## src/rtl/mh64_pkg.sv

```systemverilog
// ----------------------------------------------------------------------------
// mh64_pkg
// Shared constants, types and helpers for the streaming 64-bit murmur-style
// hash block.
// ----------------------------------------------------------------------------
package mh64_pkg;

  localparam int unsigned WordW   = 64;
  localparam int unsigned CountW  = 4;
  localparam int unsigned LenW    = 25;
  localparam int unsigned CfgIdxW = 1;
  localparam int unsigned HalfW   = WordW / 2;

  localparam logic [WordW-1:0] SEED_RESET   = 64'h0000_0000_adc8_3b19;
  localparam logic [LenW-1:0]  MAXLEN_RESET = LenW'(1024 * 1024);
  localparam logic [LenW-1:0]  LIMIT_CAP    = LenW'(16777216);

  localparam logic [WordW-1:0] C1    = 64'h87c3_7b91_1142_53d5;
  localparam logic [WordW-1:0] C2    = 64'h4cf5_b8ed_4417_4149;
  localparam logic [WordW-1:0] ADD_K = 64'h0000_0000_52dc_e729;
  localparam logic [WordW-1:0] FM1   = 64'hff51_afd7_ed55_8ccd;
  localparam logic [WordW-1:0] FM2   = 64'hc4ce_b9fe_1a85_ec53;

  localparam logic [CountW-1:0] FULL_BYTES = 4'd8;

  localparam logic [CfgIdxW-1:0] REG_HASH_SEED  = 1'b0;
  localparam logic [CfgIdxW-1:0] REG_MAX_LENGTH = 1'b1;

  typedef struct packed {
    logic [WordW-1:0] seed;
    logic [LenW-1:0]  limit;
  } cfg_t;

  typedef struct packed {
    logic             start;
    logic [WordW-1:0] a;
    logic [WordW-1:0] b;
  } mul_req_t;

  typedef struct packed {
    logic             done;
    logic [WordW-1:0] p;
  } mul_rsp_t;

  typedef enum logic [2:0] {
    MS_IDLE   = 3'b001,
    MS_CROSS1 = 3'b010,
    MS_CROSS2 = 3'b100
  } mstep_e;

  typedef enum logic [7:0] {
    ST_IDLE = 8'b0000_0001,
    ST_MUL1 = 8'b0000_0010,
    ST_MUL2 = 8'b0000_0100,
    ST_MIX  = 8'b0000_1000,
    ST_FIN  = 8'b0001_0000,
    ST_FM1  = 8'b0010_0000,
    ST_FM2  = 8'b0100_0000,
    ST_DONE = 8'b1000_0000
  } state_e;

  function automatic logic [WordW-1:0] fold33(input logic [WordW-1:0] x);
    return x ^ (x >> 33);
  endfunction

endpackage

```

## src/rtl/mh64_mul.sv

```systemverilog
// ----------------------------------------------------------------------------
// mh64_mul
// Iterative 64x64 multiplier keeping the low 64 bits of the product. One
// 32x32 multiplier is reused in turn: low x low, then the two
// cross terms shifted into the upper half.
// ----------------------------------------------------------------------------
module mh64_mul (
  input  logic               clk_i,
  input  logic               rst_ni,
  input  mh64_pkg::mul_req_t req_i,
  output mh64_pkg::mul_rsp_t rsp_o
);
  import mh64_pkg::*;

  mstep_e           step_q, step_d;
  logic [WordW-1:0] a_q, a_d, b_q, b_d;
  logic [WordW-1:0] acc_q, acc_d;
  logic             done_q, done_d;
  logic [HalfW-1:0] opa, opb;
  logic [WordW-1:0] prod;

  always_comb begin
    unique case (step_q)
      MS_IDLE: begin
        opa = req_i.a[HalfW-1:0];
        opb = req_i.b[HalfW-1:0];
      end
      MS_CROSS1: begin
        opa = a_q[HalfW-1:0];
        opb = b_q[WordW-1:HalfW];
      end
      MS_CROSS2: begin
        opa = a_q[WordW-1:HalfW];
        opb = b_q[HalfW-1:0];
      end
      default: begin
        opa = '0;
        opb = '0;
      end
    endcase
  end

  assign prod = WordW'(opa) * WordW'(opb);

  always_comb begin
    step_d = step_q;
    a_d    = a_q;
    b_d    = b_q;
    acc_d  = acc_q;
    done_d = 1'b0;
    unique case (step_q)
      MS_IDLE: begin
        if (req_i.start) begin
          a_d    = req_i.a;
          b_d    = req_i.b;
          acc_d  = prod;
          step_d = MS_CROSS1;
        end
      end
      MS_CROSS1: begin
        acc_d  = acc_q + {prod[HalfW-1:0], {HalfW{1'b0}}};
        step_d = MS_CROSS2;
      end
      MS_CROSS2: begin
        acc_d  = acc_q + {prod[HalfW-1:0], {HalfW{1'b0}}};
        done_d = 1'b1;
        step_d = MS_IDLE;
      end
      default: begin
        step_d = MS_IDLE;
      end
    endcase
  end

  always_ff @(posedge clk_i or negedge rst_ni) begin
    if (!rst_ni) begin
      step_q <= MS_IDLE;
      done_q <= 1'b0;
    end else begin
      step_q <= step_d;
      done_q <= done_d;
    end
  end

  always_ff @(posedge clk_i) begin
    a_q   <= a_d;
    b_q   <= b_d;
    acc_q <= acc_d;
  end

  assign rsp_o.done = done_q;
  assign rsp_o.p    = acc_q;

endmodule

```

## src/rtl/mh64_core.sv

```systemverilog
// ----------------------------------------------------------------------------
// mh64_core
// Word sequencer and hash datapath. Steps each word through the block mix
// and, for the last word, fmix64 via the shared multiplier, and keeps the
// running accumulator and byte count between words of a message.
// ----------------------------------------------------------------------------
module mh64_core (
  input  logic                                 clk_i,
  input  logic                                 rst_ni,
  input  mh64_pkg::cfg_t                       cfg_i,
  input  logic                                 in_valid_i,
  output logic                                 in_stall_o,
  input  logic [mh64_pkg::WordW-1:0]           data_word_i,
  input  logic [mh64_pkg::CountW-1:0]          byte_count_i,
  input  logic                                 last_item_i,
  input  logic                                 out_free_i,
  output logic                                 res_valid_o,
  output logic [mh64_pkg::WordW-1:0]           res_hash_o
);
  import mh64_pkg::*;

  state_e           state_q, state_d;
  logic [WordW-1:0] h_q, h_d;
  logic             full_q, full_d;
  logic             last_q, last_d;
  logic [LenW-1:0]  total_q, total_d;
  logic [LenW-1:0]  btot_q, btot_d;

  mul_req_t         mreq;
  mul_rsp_t         mrsp;

  logic             in_acc;
  logic [CountW-1:0] cnt_eff;
  logic [WordW-1:0] word_m;
  logic [WordW-1:0] h0;
  logic [LenW:0]    sum, cap, total_c;
  logic [WordW-1:0] kr, hx, hfin;

  mh64_mul u_mul (
    .clk_i  (clk_i),
    .rst_ni (rst_ni),
    .req_i  (mreq),
    .rsp_o  (mrsp)
  );

  assign in_stall_o = (state_q != ST_IDLE);
  assign in_acc     = in_valid_i && (state_q == ST_IDLE);

  // tail length; non-final words and counts above 8 count as full
  assign cnt_eff = (!last_item_i || byte_count_i > FULL_BYTES) ? FULL_BYTES : byte_count_i;

  always_comb begin
    for (int b = 0; b < 8; b++) begin
      word_m[8*b +: 8] = (CountW'(b) < cnt_eff) ? data_word_i[8*b +: 8] : 8'h00;
    end
  end

  assign h0      = (btot_q == '0) ? cfg_i.seed : h_q;
  assign sum     = {1'b0, btot_q} + (LenW+1)'(cnt_eff);
  assign cap     = {1'b0, cfg_i.limit} + (LenW+1)'(1);
  assign total_c = (sum > cap) ? cap : sum;

  assign kr   = {mrsp.p[32:0], mrsp.p[63:33]};
  assign hx   = h_q ^ mrsp.p;
  assign hfin = fold33(h_q ^ WordW'(total_q));

  always_comb begin
    state_d    = state_q;
    h_d        = h_q;
    full_d     = full_q;
    last_d     = last_q;
    total_d    = total_q;
    btot_d     = btot_q;
    mreq.start = 1'b0;
    mreq.a     = word_m;
    mreq.b     = C1;
    res_valid_o = 1'b0;
    unique case (state_q)
      ST_IDLE: begin
        if (in_acc) begin
          h_d     = h0;
          full_d  = (cnt_eff == FULL_BYTES);
          last_d  = last_item_i;
          total_d = total_c[LenW-1:0];
          btot_d  = last_item_i ? '0 : total_c[LenW-1:0];
          if (cnt_eff == '0) begin
            state_d = ST_FIN;
          end else begin
            mreq.start = 1'b1;
            state_d    = ST_MUL1;
          end
        end
      end
      ST_MUL1: begin
        mreq.a = kr;
        mreq.b = C2;
        if (mrsp.done) begin
          mreq.start = 1'b1;
          state_d    = ST_MUL2;
        end
      end
      ST_MUL2: begin
        if (mrsp.done) begin
          if (full_q) begin
            h_d     = {hx[36:0], hx[63:37]} + cfg_i.seed;
            state_d = ST_MIX;
          end else begin
            h_d     = hx;
            state_d = ST_FIN;
          end
        end
      end
      ST_MIX: begin
        h_d     = {h_q[WordW-3:0], 2'b00} + h_q + ADD_K;
        state_d = last_q ? ST_FIN : ST_IDLE;
      end
      ST_FIN: begin
        mreq.a = hfin;
        mreq.b = FM1;
        if (total_q > cfg_i.limit) begin
          h_d     = '0;
          state_d = ST_DONE;
        end else begin
          mreq.start = 1'b1;
          state_d    = ST_FM1;
        end
      end
      ST_FM1: begin
        mreq.a = fold33(mrsp.p);
        mreq.b = FM2;
        if (mrsp.done) begin
          mreq.start = 1'b1;
          state_d    = ST_FM2;
        end
      end
      ST_FM2: begin
        if (mrsp.done) begin
          h_d     = fold33(mrsp.p);
          state_d = ST_DONE;
        end
      end
      ST_DONE: begin
        if (out_free_i) begin
          res_valid_o = 1'b1;
          state_d     = ST_IDLE;
        end
      end
      default: begin
        state_d = ST_IDLE;
      end
    endcase
  end

  assign res_hash_o = h_q;

  always_ff @(posedge clk_i or negedge rst_ni) begin
    if (!rst_ni) begin
      state_q <= ST_IDLE;
      btot_q  <= '0;
      full_q  <= 1'b0;
      last_q  <= 1'b0;
    end else begin
      state_q <= state_d;
      btot_q  <= btot_d;
      full_q  <= full_d;
      last_q  <= last_d;
    end
  end

  always_ff @(posedge clk_i) begin
    h_q     <= h_d;
    total_q <= total_d;
  end

endmodule

```

## src/rtl/murmur_style_hash64.sv

```systemverilog
// ----------------------------------------------------------------------------
// murmur_style_hash64
// Streaming single-lane murmur-style 64-bit hash with a length limit.
// ----------------------------------------------------------------------------
// Words of a message arrive little-endian, eight bytes each; the last word
// carries 0 to 8 valid bytes and produces one hash word on the output. All
// 64-bit products go through one shared multiplier built around a single
// 32x32 multiplier. A non-final word passes both block products and the
// mix; the last word also gets both fmix products, a 1-7 byte tail skips
// the mix, an empty one has only the fmix, and an overlong message gets
// zero without it. The input is stalled while a word is in work. A finished
// hash sits in an output register, so the next message can start while it
// waits to be taken. Config writes are expected only while idle.
module murmur_style_hash64 (
  input  logic                             clk_i,
  input  logic                             rst_ni,
  input  logic                             cfg_we_i,
  input  logic [mh64_pkg::CfgIdxW-1:0]     cfg_idx_i,
  input  logic [mh64_pkg::WordW-1:0]       cfg_wdata_i,
  input  logic                             in_valid_i,
  output logic                             in_stall_o,
  input  logic [mh64_pkg::WordW-1:0]       data_word_i,
  input  logic [mh64_pkg::CountW-1:0]      byte_count_i,
  input  logic                             last_item_i,
  output logic                             out_valid_o,
  input  logic                             out_stall_i,
  output logic [mh64_pkg::WordW-1:0]       hash_value_o
);
  import mh64_pkg::*;

  logic [WordW-1:0] seed_q, seed_d;
  logic [LenW-1:0]  maxlen_q, maxlen_d;
  logic             out_valid_q, out_valid_d;
  logic [WordW-1:0] hash_q, hash_d;
  cfg_t             cfg;
  logic             out_free;
  logic             res_valid;
  logic [WordW-1:0] res_hash;

  always_comb begin
    seed_d   = seed_q;
    maxlen_d = maxlen_q;
    if (cfg_we_i) begin
      unique case (cfg_idx_i)
        REG_HASH_SEED:  seed_d   = cfg_wdata_i;
        REG_MAX_LENGTH: maxlen_d = cfg_wdata_i[LenW-1:0];
        default: ;
      endcase
    end
  end

  assign cfg.seed  = seed_q;
  assign cfg.limit = (maxlen_q > LIMIT_CAP) ? LIMIT_CAP : maxlen_q;

  assign out_free = !out_valid_q || !out_stall_i;

  mh64_core u_core (
    .clk_i        (clk_i),
    .rst_ni       (rst_ni),
    .cfg_i        (cfg),
    .in_valid_i   (in_valid_i),
    .in_stall_o   (in_stall_o),
    .data_word_i  (data_word_i),
    .byte_count_i (byte_count_i),
    .last_item_i  (last_item_i),
    .out_free_i   (out_free),
    .res_valid_o  (res_valid),
    .res_hash_o   (res_hash)
  );

  always_comb begin
    out_valid_d = out_valid_q;
    hash_d      = hash_q;
    if (res_valid) begin
      out_valid_d = 1'b1;
      hash_d      = res_hash;
    end else if (out_valid_q && !out_stall_i) begin
      out_valid_d = 1'b0;
    end
  end

  always_ff @(posedge clk_i or negedge rst_ni) begin
    if (!rst_ni) begin
      seed_q      <= SEED_RESET;
      maxlen_q    <= MAXLEN_RESET;
      out_valid_q <= 1'b0;
    end else begin
      seed_q      <= seed_d;
      maxlen_q    <= maxlen_d;
      out_valid_q <= out_valid_d;
    end
  end

  always_ff @(posedge clk_i) begin
    hash_q <= hash_d;
  end

  assign out_valid_o  = out_valid_q;
  assign hash_value_o = hash_q;

endmodule

```

## config.mk

```make
export PLATFORM = sky130hd
export DESIGN_NAME = murmur_style_hash64
export DESIGN_NICKNAME = d
export VERILOG_FILES = /design/src/rtl/mh64_pkg.sv /design/src/rtl/mh64_mul.sv /design/src/rtl/mh64_core.sv /design/src/rtl/murmur_style_hash64.sv
export SDC_FILE = /design/constraint.sdc
export NUM_CORES = 2
export LEC_CHECK = 0
export ABC_CLOCK_PERIOD_IN_PS = 21500
export BUFFER_PORTS_ARGS = -buffer_cell sky130_fd_sc_hd__buf_2
export CAP_MARGIN = 20
export CORE_ASPECT_RATIO = 1.2
export CORE_MARGIN = 8
export CORE_UTILIZATION = 50
export CTS_CLUSTER_DIAMETER = 50
export DETAILED_ROUTE_END_ITERATION = 16
export PLACE_DENSITY = 0.66
export SLEW_MARGIN = 20
export SYNTH_ARGS = -nofsm -noshare
export SYNTH_HDL_FRONTEND = slang
export SYNTH_SLANG_ARGS = --single-unit
```

## constraint.sdc

```tcl
create_clock -name clk_i -period 21.5 [get_ports clk_i]
set_input_delay 1.075 -clock clk_i [delete_from_list [all_inputs] [get_ports clk_i]]
set_output_delay 1.075 -clock clk_i [all_outputs]
set_load 0.05 [all_outputs]
```

Word level (Yosys, flattened, before mapping)

Cells that the tools add are included.

Order comparisons: 12
Equality and inequality tests: 22
Bitwise operators: 5
Multipliers: 1
$add $sub $neg: 6
Mux-type cells: 47
Reductions and logical operators: 21

Operators by type and width:

| cell                     | count |
|---|---|
| $mux W64                 | 7 |
| $pmux W128 S3            | 1 |
| $pmux W64 S5             | 1 |
| $add A64 B64 Y64         | 3 |
| $pmux W32 S3             | 2 |
| $pmux W64 S2             | 1 |
| $xor A64 B31 Y64         | 2 |
| $mux W8                  | 15 |
| $mux W25                 | 3 |
| $add A64 B31 Y64 const B | 1 |
| $mul A32 B32 Y64         | 1 |
| $pmux W8 S8              | 1 |
| $xor A64 B25 Y64         | 1 |
| $xor A64 B64 Y64         | 1 |
| $add A25 B1 Y26 const B  | 1 |
| $add A25 B4 Y26          | 1 |
| $gt A26 B26 Y1           | 1 |
| $gt A25 B25 Y1           | 1 |
| $gt A25 B25 Y1 const B   | 1 |
| $logic_not A25 Y1        | 1 |
| $lt A3 B4 Y1 const A     | 4 |
| $mux W5                  | 3 |
| $ne A2 B2 Y1 const B     | 6 |
| $reduce_and A6 Y1        | 2 |
| other kinds (31)         | 53 |

Bits in registers: 474
Logic and storage cells: 129
Output and inout bits: 66
Bits of input ports: 139

Longest topological paths before layout

Word-level depth: 10
Mapped depth: 49

By module

Synthesis repeated with hierarchy kept, for this count alone.

Cell total of the unflattened synthesis: 7491
Area, all modules: 68009.0 µm²

By module, submodules not included:

| module              | instances | area an instance (µm²) | cells each | sequential area each (µm²) |
|---|---|---|---|---|
| mh64_mul            | 1         | 41449.8                | 4485       | 5866.9 |
| mh64_core           | 1         | 20782.4                | 2723       | 3549.7 |
| murmur_style_hash64 | 1         | 5776.8                 | 283        | 4195.3 |

Worst setup path before layout

OpenSTA, ideal clock, no wires.

Kind: input port to flip-flop
Start: input port last_item_i
End: register u_core.u_mul.acc_q[61], data pin
Cell stages on the path: 41
Data arrival time: 9.812 ns
Library setup time: 0.259 ns
Path buffers: 4
Path slack: 11.429 ns
Required time: 21.241 ns
Path through: nor2b_1 nand2b_1 or3_1 buf_1 nand3_1 nand2_1 nand2_1 and2_1 clkbuf_1 clkbuf_1 nor2_1 fa_1 fa_1 fa_1 inv_1 fa_1 inv_1 fa_1 [... 5 more ...] ha_1 clkbuf_1 a21o_1 a21o_1 a21oi_1 nand2_1 xor2_1 ha_1 and3_1 nor2b_1 a32oi_1 o21ai_0 o41ai_1 o21ai_0 xnor2_1 nor2_1 a41oi_1 nand2_1

RTL lines:

| item                 | RTL line                  | text |
|---|---|---|
| from (decl)          | murmur_style_hash64.sv:24 | `input logic last_item_i,` |
| to (signal assigned) | mh64_mul.sv:88            | `acc_q <= acc_d;` |
| to (decl)            | mh64_mul.sv:17            | `logic [WordW-1:0] acc_q, acc_d;` |

==> flow_summary.yaml <==
cts:
  post-cts-setup-buffers: 0
  cts_made_buffers: 45
  cts_num_sinks: 424
  cts-root-buf: "clkbuf_16"
  cts_buffer_depth: 3
  clk_pin_slew_ns: 0.07
  cts-hold-fix-buffers: 0
  htreeDepth: 2
  ctsResizeCount: 0
  cts_tree: "yes"
  clock_latency_ns: 0.65
status:
  status: "complete, no violations"
timing:
  fmax_mhz: 78.1
  slew-limit-headroom_pct: 20.2
  maxSlewViolCount: 0
  finClkSkew_ns: 0.0441
  worst_slack_ns: 8.69
  tightest_slew_ns: 1.18
  hold_viol: 0
  fin_tns_setup_ns: 0
  finalSetupViolCount: 0
  fin_crit_ns: 12.81
  finalCritPeriodShare_pct: 59.6
  rsz0062_at_grt: "false"
floorplanning:
  rows: 145
  design.core.area_um2: 130000
  top_level_ports: 205
  dieWidth_um: 346
  dieArea_um2: 143000
  start_util_pct: 50.3
  die_y_um: 412
layout:
  layout.nets: 9002
  drive_above_1_share_pct: 8.54
  fin_area_um2: 69700
  instances_no_fill: 9154
  syn_to_final_growth_pct: 6.71
global_routing:
  grtUsageTotal_pct: 38.1
  grt_pass1_vias: 58800
  grt_max_degree: 74
  antenna_found_initial: 3
  grt_pass1_wl_mm: 399
  overflow: 0
critical_path:
  cp-start-kind: "flip-flop"
  cpPeakStageDelay_ns: 0.98
  crit_required_ns: 21.87
  cp-end-kind: "flip-flop"
  crit_top_cell: "nand2_1"
  r2r_cells: 44
  arrival_ns: 13.18
  crit_type: "flip-flop to flip-flop"
  crit_fanout: 57
  cpMaxStageDelayCell: "o41ai_1"
synth:
  ys_types: 90
  yosysTopAreaCell: "fa_1"
  synth_top_area_share_pct: 27.5
  synth_nets: 9013
  syn_area_per_cell_um2: 8.79
  ys.flop_type: "edfxtp_1"
  netlist_instances: 7437
  synth_edf_count: 295
  seq_area_frac_synth_pct: 18.5
  async_reset_ff_share_pct: 30.4
  yosys_warnings: 0
  yosys-top-cells-area: "fa_1 28%, edfxtp_1 14%, ha_1 10%"
  syn_area_um2: 65400
  synth_seq_cells: 424
drt:
  drtAntennaViolNets: 0
  drtIter0Drc: 6373
  drc: 0
  wl_per_cell_um: 30.1
  routed_wl_mm: 275
  vias: 56900
  post_drt_via_cell_ratio: 6.22
  first_pass_iters: 11
place:
  hpwl_mm: 219
  gp_congestion: 1.07
  placed_area_um2: 68200
  dpl_worst_slack_ns: 9.01
  port_buffers: 204
  dp.cells: 9068
run:
  maxCapViolCount: 0
hold_path:
  worstHoldPathType: "input pin to async pin"
[per-stage QoR]
stage | hold WS (ns) | utilization, %
floorplan | 0.424 | -
global placement | 0.528 | 52.5
detailed placement | 0.535 | 52.5
CTS | 0.475 | 53.7
global route | 0.530 | 53.7
finish | 0.481 | 53.7
[final cells by class]
class	instances	area (um^2)
Multi-Input combinational cell	5484	47700
Timing Repair Buffer	353	2170
Clock inverter	29	255
Clock buffer	54	1220
Inverter	1118	4200
Sequential cell	424	12100
Antenna cell	2	5.00
Fill cell	12100	60200
Tap cell	1690	2110
[kinds of logic (layout without fill, tap and decap cells)]
group | after synthesis | count (layout) | synth area share, %
and+or+nand+nor | 2235 | 2235 | 14.6
buffers and inverters | 1529 | 1554 | 8.90
adders and majority gates | 1437 | 1437 | 37.8
AOI/OAI and AO/OA | 1345 | 1345 | 13.5
DFF | 424 | 424 | 18.5
xor gates and xnor gates | 363 | 363 | 4.86
muxes | 103 | 103 | 1.75
other | 1 | 3 | 0.00574
[path summary, 6_finish.rpt]
| path | from | to | slack (ns) |
|---|---|---|---|
| max | u_core.state_q[3] | u_core.u_mul.acc_q[61] | 8.69 |
| min | rst_ni | u_core.btot_q[18] | 0.48 |
| max reg2reg | u_core.state_q[3] | u_core.u_mul.acc_q[61] | 8.69 |
| min reg2reg | seed_q[7] | seed_q[7] | 0.56 |
| max in group asynchronous | rst_ni | seed_q[63] | 19.71 |
| min in group clk_i | seed_q[7] | seed_q[7] | 0.56 |
[cell usage after synthesis (77+ instances only)]
cell type,count
mux2_2,91
nor2_1,617
inv_1,1113
clkbuf_1,322
dfrtp_1,110
a221oi_1,77
ha_1,538
nand3_1,79
o21ai_0,268
and2_1,87
nand2_1,1129
a21o_1,121
xnor2_1,199
a21oi_1,414
edfxtp_1,295
xor2_1,164
fa_1,899
[registers in the layout, summed over array words and instances, names as in the netlist]
name	cells
hash_value_o	64
seed_q	64
u_core.res_hash_o	64
u_core.u_mul.a_q	64
u_core.u_mul.acc_q	64
maxlen_q	25
u_core.btot_q	25
u_core.total_q	25
u_core.u_mul.b_q	14
u_core.state_q	8
u_core.u_mul.step_q	3
out_valid_o	1
u_core.full_q	1
u_core.last_q	1
u_core.u_mul.done_q	1
[routing by layer]
metal	global-route usage, %	share of wire [%]	wire length [um]
met1	43.5	35	95300
met2	62.3	46	126000
met3	6.97	8.8	24300
met4	31.7	11	29700
met5	0	0	0
[critical path, delay by kind of cell (launching register included)]
family,cells,cell delay (ns)
buffers and inverters,7,1.05
and+or+nand+nor,17,3.76
adders and majority gates,10,4.34
DFF,1,0.46
xor gates and xnor gates,2,0.49
AOI/OAI and AO/OA,8,2.37
[layout by cell type (no fill, tap or decap), types with 21 or more instances in the layout]
cell       instances
a31oi_1           39
nor2_1           613
o21ai_0          266
a22oi_1           36
buf_4            147
fa_1             899
and3_1            31
nand4_1           74
mux2_2            91
dfrtp_1          110
buf_2            203
nand3_1           79
ha_1             538
clkbuf_16         46
nand2_1         1122
nor3_1            46
o21bai_1          39
xnor2_1          199
nand2b_1          39
a221oi_1          73
edfxtp_1         295
xor2_1           164
a222oi_1          39
o211ai_1          23
nor3b_1           21
inv_1           1112
a21oi_1          407
and2_1            86
a22o_1            29
nor2b_1           32
a21o_1           121
o221ai_1          22
o21a_1            23
Power is left out: the tool's default activity adds up to more than one toggle a clock period on the data nets, which glitch-free logic cannot reach.
